==> src/sv/vpp_pkg.sv <==
// Shared widths and types for the vector plane projection pipeline.
package vpp_pkg;

   localparam int QW      = 16;        // Q8.8 component width
   localparam int PROD_W  = 2 * QW;    // one 16x16 product
   localparam int DOT_W   = PROD_W + 2; // sum of three signed products
   localparam int NN_W    = PROD_W;    // sum of three squares, unsigned
   localparam int NVN_W   = QW + DOT_W; // normal component times v.n
   localparam int NUM_W   = NVN_W;     // 2*|n_i*(v.n)| + n.n
   localparam int DEN_W   = NN_W + 1;  // 2*(n.n)
   localparam int QUOT_W  = QW + 1;    // rounded correction magnitude
   localparam int DIFF_W  = QW + 3;    // v_i minus signed correction

   localparam int REQ_W   = 6 * QW;
   localparam int RSP_W   = 3 * QW;

   localparam logic signed [DIFF_W-1:0] Q_MAX = DIFF_W'(32767);
   localparam logic signed [DIFF_W-1:0] Q_MIN = -DIFF_W'(32768);

   typedef logic signed [QW-1:0] comp_type;
   typedef comp_type vec3_type [3];

endpackage

==> src/sv/vpp_divider.sv <==
// Pipelined restoring divider, one quotient bit per stage, for one lane.
module vpp_divider (
   input  logic                         clock,
   input  logic                         en,
   input  logic [vpp_pkg::NUM_W-1:0]    num,
   input  logic [vpp_pkg::DEN_W-1:0]    den,
   output logic [vpp_pkg::QUOT_W-1:0]   quot
);
   import vpp_pkg::*;

   logic [NUM_W-1:0]  rem_ff  [QUOT_W-1];
   logic [DEN_W-1:0]  den_ff  [QUOT_W-1];
   logic [QUOT_W-1:0] quot_ff [QUOT_W];

   genvar k;
   generate
      for (k = 0; k < QUOT_W; k++) begin : g_step
         logic [NUM_W-1:0]  rem_cur;
         logic [NUM_W-1:0]  sub_val;
         logic [DEN_W-1:0]  den_cur;
         logic [QUOT_W-1:0] quot_cur;
         logic [QUOT_W-1:0] quot_in;
         logic              ge;

         if (k == 0) begin : g_first
            assign rem_cur  = num;
            assign den_cur  = den;
            assign quot_cur = '0;
         end else begin : g_next
            assign rem_cur  = rem_ff[k-1];
            assign den_cur  = den_ff[k-1];
            assign quot_cur = quot_ff[k-1];
         end

         // Trial subtract of the divisor aligned to this quotient bit.
         assign sub_val = NUM_W'(den_cur) << (QUOT_W - 1 - k);
         assign ge      = (rem_cur >= sub_val);
         assign quot_in = quot_cur | (QUOT_W'(ge) << (QUOT_W - 1 - k));

         always_ff @(posedge clock) begin
            if (en) begin
               quot_ff[k] <= quot_in;
            end
         end

         if (k < QUOT_W - 1) begin : g_rem
            logic [NUM_W-1:0] rem_in;
            assign rem_in = ge ? (rem_cur - sub_val) : rem_cur;
            always_ff @(posedge clock) begin
               if (en) begin
                  rem_ff[k] <= rem_in;
                  den_ff[k] <= den_cur;
               end
            end
         end
      end
   endgenerate

   assign quot = quot_ff[QUOT_W-1];

endmodule

==> config.mk <==
export PLATFORM = sky130hd
export DESIGN_NAME = vpp_divider
export DESIGN_NICKNAME = d
export VERILOG_FILES = /design/src/sv/vpp_pkg.sv /design/src/sv/vpp_divider.sv
export SDC_FILE = /design/constraint.sdc
export NUM_CORES = 2
export LEC_CHECK = 0
export ABC_AREA = 0
export BUFFER_PORTS_ARGS = -buffer_cell sky130_fd_sc_hd__buf_2
export CAP_MARGIN = 20
export CORE_ASPECT_RATIO = 0.9
export CORE_MARGIN = 3
export CORE_UTILIZATION = 55
export CTS_BUF_LIST = sky130_fd_sc_hd__clkbuf_8
export DETAILED_ROUTE_END_ITERATION = 6
export PLACE_DENSITY = 0.71
export SYNTH_ARGS = -nofsm -noshare
export SYNTH_HDL_FRONTEND = slang
export SYNTH_SLANG_ARGS = --single-unit
==> constraint.sdc <==
create_clock -name clock -period 5 [get_ports clock]
set_input_delay 0.5 -clock clock [delete_from_list [all_inputs] [get_ports clock]]
set_output_delay 0.5 -clock clock [all_outputs]
set_load 0.01 [all_outputs]
-- Word level (Yosys, flattened, before mapping)
Memories as Yosys holds them, arrays and structs flattened.
Index checks and enable logic that the tools add are counted.
- $add $sub $neg: 16
- $mul: 0
- divide/modulo/power cells: 0
- magnitude comparators: 17
- equal/unequal tests: 0
- shift operators: 0
- mux-type cells: 18
- bitwise logic cells: 16
- reductions and logical operators: 0
- operators with widths (cell ; count):
    50-bit 2-to-1 mux ; 16
    50-bit by 33-bit >= comparator with 1-bit output ; 1
    50-bit by 34-bit >= comparator with 1-bit output ; 1
    50-bit by 35-bit >= comparator with 1-bit output ; 1
    50-bit by 36-bit >= comparator with 1-bit output ; 1
    50-bit by 37-bit >= comparator with 1-bit output ; 1
    50-bit by 38-bit >= comparator with 1-bit output ; 1
    50-bit by 39-bit >= comparator with 1-bit output ; 1
    50-bit by 40-bit >= comparator with 1-bit output ; 1
    50-bit by 41-bit >= comparator with 1-bit output ; 1
    50-bit by 42-bit >= comparator with 1-bit output ; 1
    50-bit by 43-bit >= comparator with 1-bit output ; 1
    50-bit by 44-bit >= comparator with 1-bit output ; 1
    50-bit by 45-bit >= comparator with 1-bit output ; 1
    50-bit by 46-bit >= comparator with 1-bit output ; 1
    50-bit by 47-bit >= comparator with 1-bit output ; 1
    50-bit by 48-bit >= comparator with 1-bit output ; 1
    50-bit by 49-bit >= comparator with 1-bit output ; 1
    50-bit by 34-bit subtractor with 50-bit output ; 1
    50-bit by 35-bit subtractor with 50-bit output ; 1
    50-bit by 36-bit subtractor with 50-bit output ; 1
    50-bit by 37-bit subtractor with 50-bit output ; 1
    50-bit by 38-bit subtractor with 50-bit output ; 1
    50-bit by 39-bit subtractor with 50-bit output ; 1
    27 further kinds ; 28
- register bits after elaboration: 0
- bits in latches: 0
- memory bits (writable): 1617
- ROM bits: 0
- bits of input ports: 85
- output and inout bits: 17
- word-level logic and storage cells: 70
- memories kept: 3
- memories (name ; words ; width ; rd ports ; clocked after memory_dff ; wr ports ; line ; source):
    rem_ff ; 16 ; 50 ; 16 ; 0 ; 16 ; vpp_divider.sv:11 ; logic [NUM_W-1:0] rem_ff [QUOT_W-1];
    den_ff ; 16 ; 33 ; 16 ; 0 ; 16 ; vpp_divider.sv:12 ; logic [DEN_W-1:0] den_ff [QUOT_W-1];
    quot_ff ; 17 ; 17 ; 17 ; 0 ; 17 ; vpp_divider.sv:13 ; logic [QUOT_W-1:0] quot_ff [QUOT_W];

-- Longest topological paths before layout
An unclocked memory read counts as a cell.
- word-level depth: 3
- mapped depth: 16
- depth with buffers taken out: 15

-- Least setup slack after synthesis
No wires, ideal clock.
- kind: register to register
- from: mem rem_ff[11][4] (netlist bit)
- to: mem rem_ff[12][36] (netlist bit), data pin
- setup time: 260 ps
- arrival: 3281 ps
- path slack: 1458 ps
- cell stages (with the launch flop): 16
- cell sequence: edfxtp_1 -> inv_1 -> ha_1 -> inv_1 -> fa_1 -> a211oi_1 -> o21ai_0 -> a22oi_1 -> a21oi_1 -> a31o_2 -> or4_4 -> a41oi_4 -> inv_2 -> buf_2 -> nor2_1 -> a21oi_1
- RTL lines (item ; line):
    start: declaration ; vpp_divider.sv:11

==> out/metrics.yaml <==
outcome:
  status: "finished clean"
route:
  ant_nets: 0
  drc_errors: 0
  routed_wire_length_per_instance_um: 18.7
  via_to_cell_ratio: 5.77
  drt_total_wl_um: 191000
  drtPass1Iterations: 7
  vias: 58800
  drt_first_iter_violations: 3144
synth:
  ys_types: 107
  synthesis.yosys.warnings: 0
  synth_sequential_area_ratio_pct: 52.8
  postSynth.asyncResetShare_pct: 0
  synth_nets: 8354
  postSynthCellCount: 7692
  synth_top_flop_cell: "edfxtp_1"
  count_of_flip_flops_with_a_built_in_enable_after_synthesis: 1481
  post_synth_instance_area_mm2: 0.0842
  number_of_synthesized_register_bits: 1481
  post_synthesis_area_per_instance_um2: 11.0
final_layout:
  area_occupied_by_multi_input_gates_mm2: 0.0363
  areaGrowthSynthToFinish_pct: 10.1
  fillers: 12100
  nets_finish: 8672
  post_layout_nonfiller_instances: 10200
  drive_above_1_share_pct: 8.36
  area.sequential_mm2: 0.0445
  finalCoreUtilization_pct: 61.3
sta:
  maxSlewViolCount: 0
  fin_skew_ps: 42.3
  slew_headroom_pct: 18.7
  worst_slew_pin_slew_ps: 1200
  setup-tns-final_ps: 0
  worst_hold_slack_ps: 248
  rsz_0062_raised_after_global_routing: "no"
  final.min_clock_period_ps: 4590
  setup_viol_count_final: 0
  max_clock_freq_mhz: 218
  min_period_over_period_pct: 91.8
  timing.final.hold_violations: 0
placed_design:
  port_buffers: 101
  dp_hpwl_um: 145000
  gp_congestion: 1.00
  placedCellCount: 9674
setup_path:
  crit_slowest_cell: "a2111oi_0"
  timing.critical_path.mode_cell: "nand2b_1"
  critical_path_peak_fanout: 5
  timing_worst_setup_path_type: "flop to flop"
  critical_path_arrival_ps: 5280
  worstPathRequired_ps: 5690
  setup.worst_path.end_class: "flop"
  worstPathCellList: "ha_1, fa_1, nand2b_1, a21oi_1, o31ai_1, nor4_1, o311ai_0, a2111oi_0, o21ai_0, and3_1, nand2b_1, xnor2_1"
  category_of_the_worst_setup_path_launch_point: "flop"
  cpPeakStageDelay_ps: 1060
global_route:
  grt_pass1_wl_um: 303000
  grt_overflow: 0
  global_route.usage.total_pct: 24.0
  pin_count_of_the_biggest_net_entering_global_routing: 147
  number_of_antenna_violations_at_the_first_check_in_global_routing: 4
  grt_pass1_vias: 60200
run:
  maxCapViolations: 0
cts:
  cts_max_path_buffers: 3
  clock-sinks: 1481
  tritoncts.num_buffers: 236
  ctsRootBufferMaster: "clkbuf_8"
  htreeDepth: 4
  cts_tree: "yes"
  worst_setup_hold_path_clk_slew_ps: 60
  ctsResizeCount: 0
  clk_latency_ps: 970
die:
  core_area_mm2: 0.151
  num_rows: 135
  die_x_um: 419
  floorplan.io_pins: 102
  dieArea_mm2: 0.158
  height_of_the_die_um: 377
  floorplan.initialDensity_pct: 55.7
pwr:
  power_mw: 52.3
  power.density_mw_per_mm2: 563
  power.static_leakage_nw: 37.3
  ir_worst_vdd_v: 0.000328
worst_hold_path:
  timing.hold.worst.class: "input port to flop"
-- where the power goes --
part	switching [mW]	internal [mW]	total, mW
Clock	4.87	4.83	9.70
Sequential	1.75	17.9	19.7
Combinational	13.1	9.81	22.9
Total	19.7	32.6	52.3
-- synth_stat cells (all sizes together), types with 16 or more instances --
cell,n,area share [%]
nor3,94,0.56
edfxtp,1481,53
o211ai,38,0.34
a211oi,55,0.50
nor4b,22,0.25
nor3b,17,0.16
nor2b,64,0.48
a21oi,780,4.6
a31oi,61,0.47
or4,28,0.25
nand2,519,2.3
o21a,59,0.53
fa,16,0.38
a21boi,19,0.17
clkbuf,136,0.61
and2,44,0.33
and4,16,0.17
nor2,551,2.5
o2111ai,16,0.17
ha,561,8.3
xnor2,341,3.5
o21ai,463,2.8
nor4,80,0.60
nand4,109,0.81
xor2,257,2.7
nand2b,81,0.60
o31ai,37,0.33
buf,71,0.44
inv,703,3.1
nand3,137,0.81
a21o,282,2.5
or2,16,0.12
and3,64,0.48
mux2,120,1.6
or3,41,0.30
a311oi,18,0.19
o21bai,66,0.59
-- cells by family after synthesis --
kind of cell             count (synthesis)  share of synthesized area [%]
multiplexers                           123                           1.67
XOR/XNOR                               598                           6.22
buffers and inverters                  910                           4.18
AND/OR/NAND/NOR                       1926                           11.2
AO/OA/AOI/OAI                         2077                           15.3
flip-flops                            1481                           52.8
adder cells (fa/ha/maj)                577                           8.71
-- registers in the layout, summed over array words and instances, names as in the netlist --
name and cells:
quot_ff 153, rem_ff 800, den_ff 528
-- layout by cell type, fill, tap and decap left out, types with 40 or more instances in the layout --
master	n
mux2_2	112
edfxtp_1	1481
inv_1	776
xor2_1	257
o21ai_0	452
a31oi_1	59
or3_1	40
xnor2_1	341
o21bai_1	66
buf_4	80
and2_1	41
a21oi_1	777
nand3_1	137
clkinv_1	85
a21o_1	282
nand2_1	517
nor4_1	77
nor2_1	551
nor3_1	93
nand2b_1	81
ha_1	561
nor2b_1	64
and3_1	63
nand4_1	109
dlygate4sd3_1	84
o21a_1	59
a211oi_1	54
clkbuf_8	236
buf_2	100
-- through the flow --
stage,worst slack (ps),area (um2)
after global placement,630,87500
after CTS,579,92800
after detailed placement,631,87500
after floorplan,1460,84200
after global routing,279,92800
final,409,92800
-- per-layer routing --
metal / global-route usage (%) / wire (um)
met1: 23.2 / 67600
met4: 16.3 / 13800
met2: 46.6 / 102000
met3: 3.36 / 6800
met5: 0 / 0
-- layout make-up --
cell class                      instances  share of cell area, %
Timing Repair Buffer                  287                   2.59
Inverter                              703                   2.84
Tap cell                             1986                   2.68
Multi-Input combinational cell       5301                   39.2
Antenna cell                            3                0.00809
Clock buffer                          236                   3.50
Clock inverter                        205                   1.28
Sequential cell                      1481                   47.9
-- worst paths after layout --
kind | startpoint | to | slack (ps) | cells after the start
setup / recovery | den_ff[5][0] | rem_ff[11][43] | 410 | 12
hold / removal | den[30] | den_ff[0][30] | 250 | 2
setup reg to reg | den_ff[5][0] | rem_ff[11][43] | 410 | 12
hold reg to reg | quot_ff[1][48] | quot_ff[1][65] | 410 | 0
-- worst max-delay path: cells and delay by family, from the launching register on --
family          cells  cell delay [ps]
compound gates      5             2270
simple gates        4              930
fa+ha+maj           2              640
flops               1              410
xor+xnor            1               70
-- what timing repair did --
action                                  CTS  global route
hold buffers                             84             0
buffers inserted                          0             0
hold endpoints to repair                159             0
endpoints found under the setup margin    0             0
(Power assumes the default switching activity.)
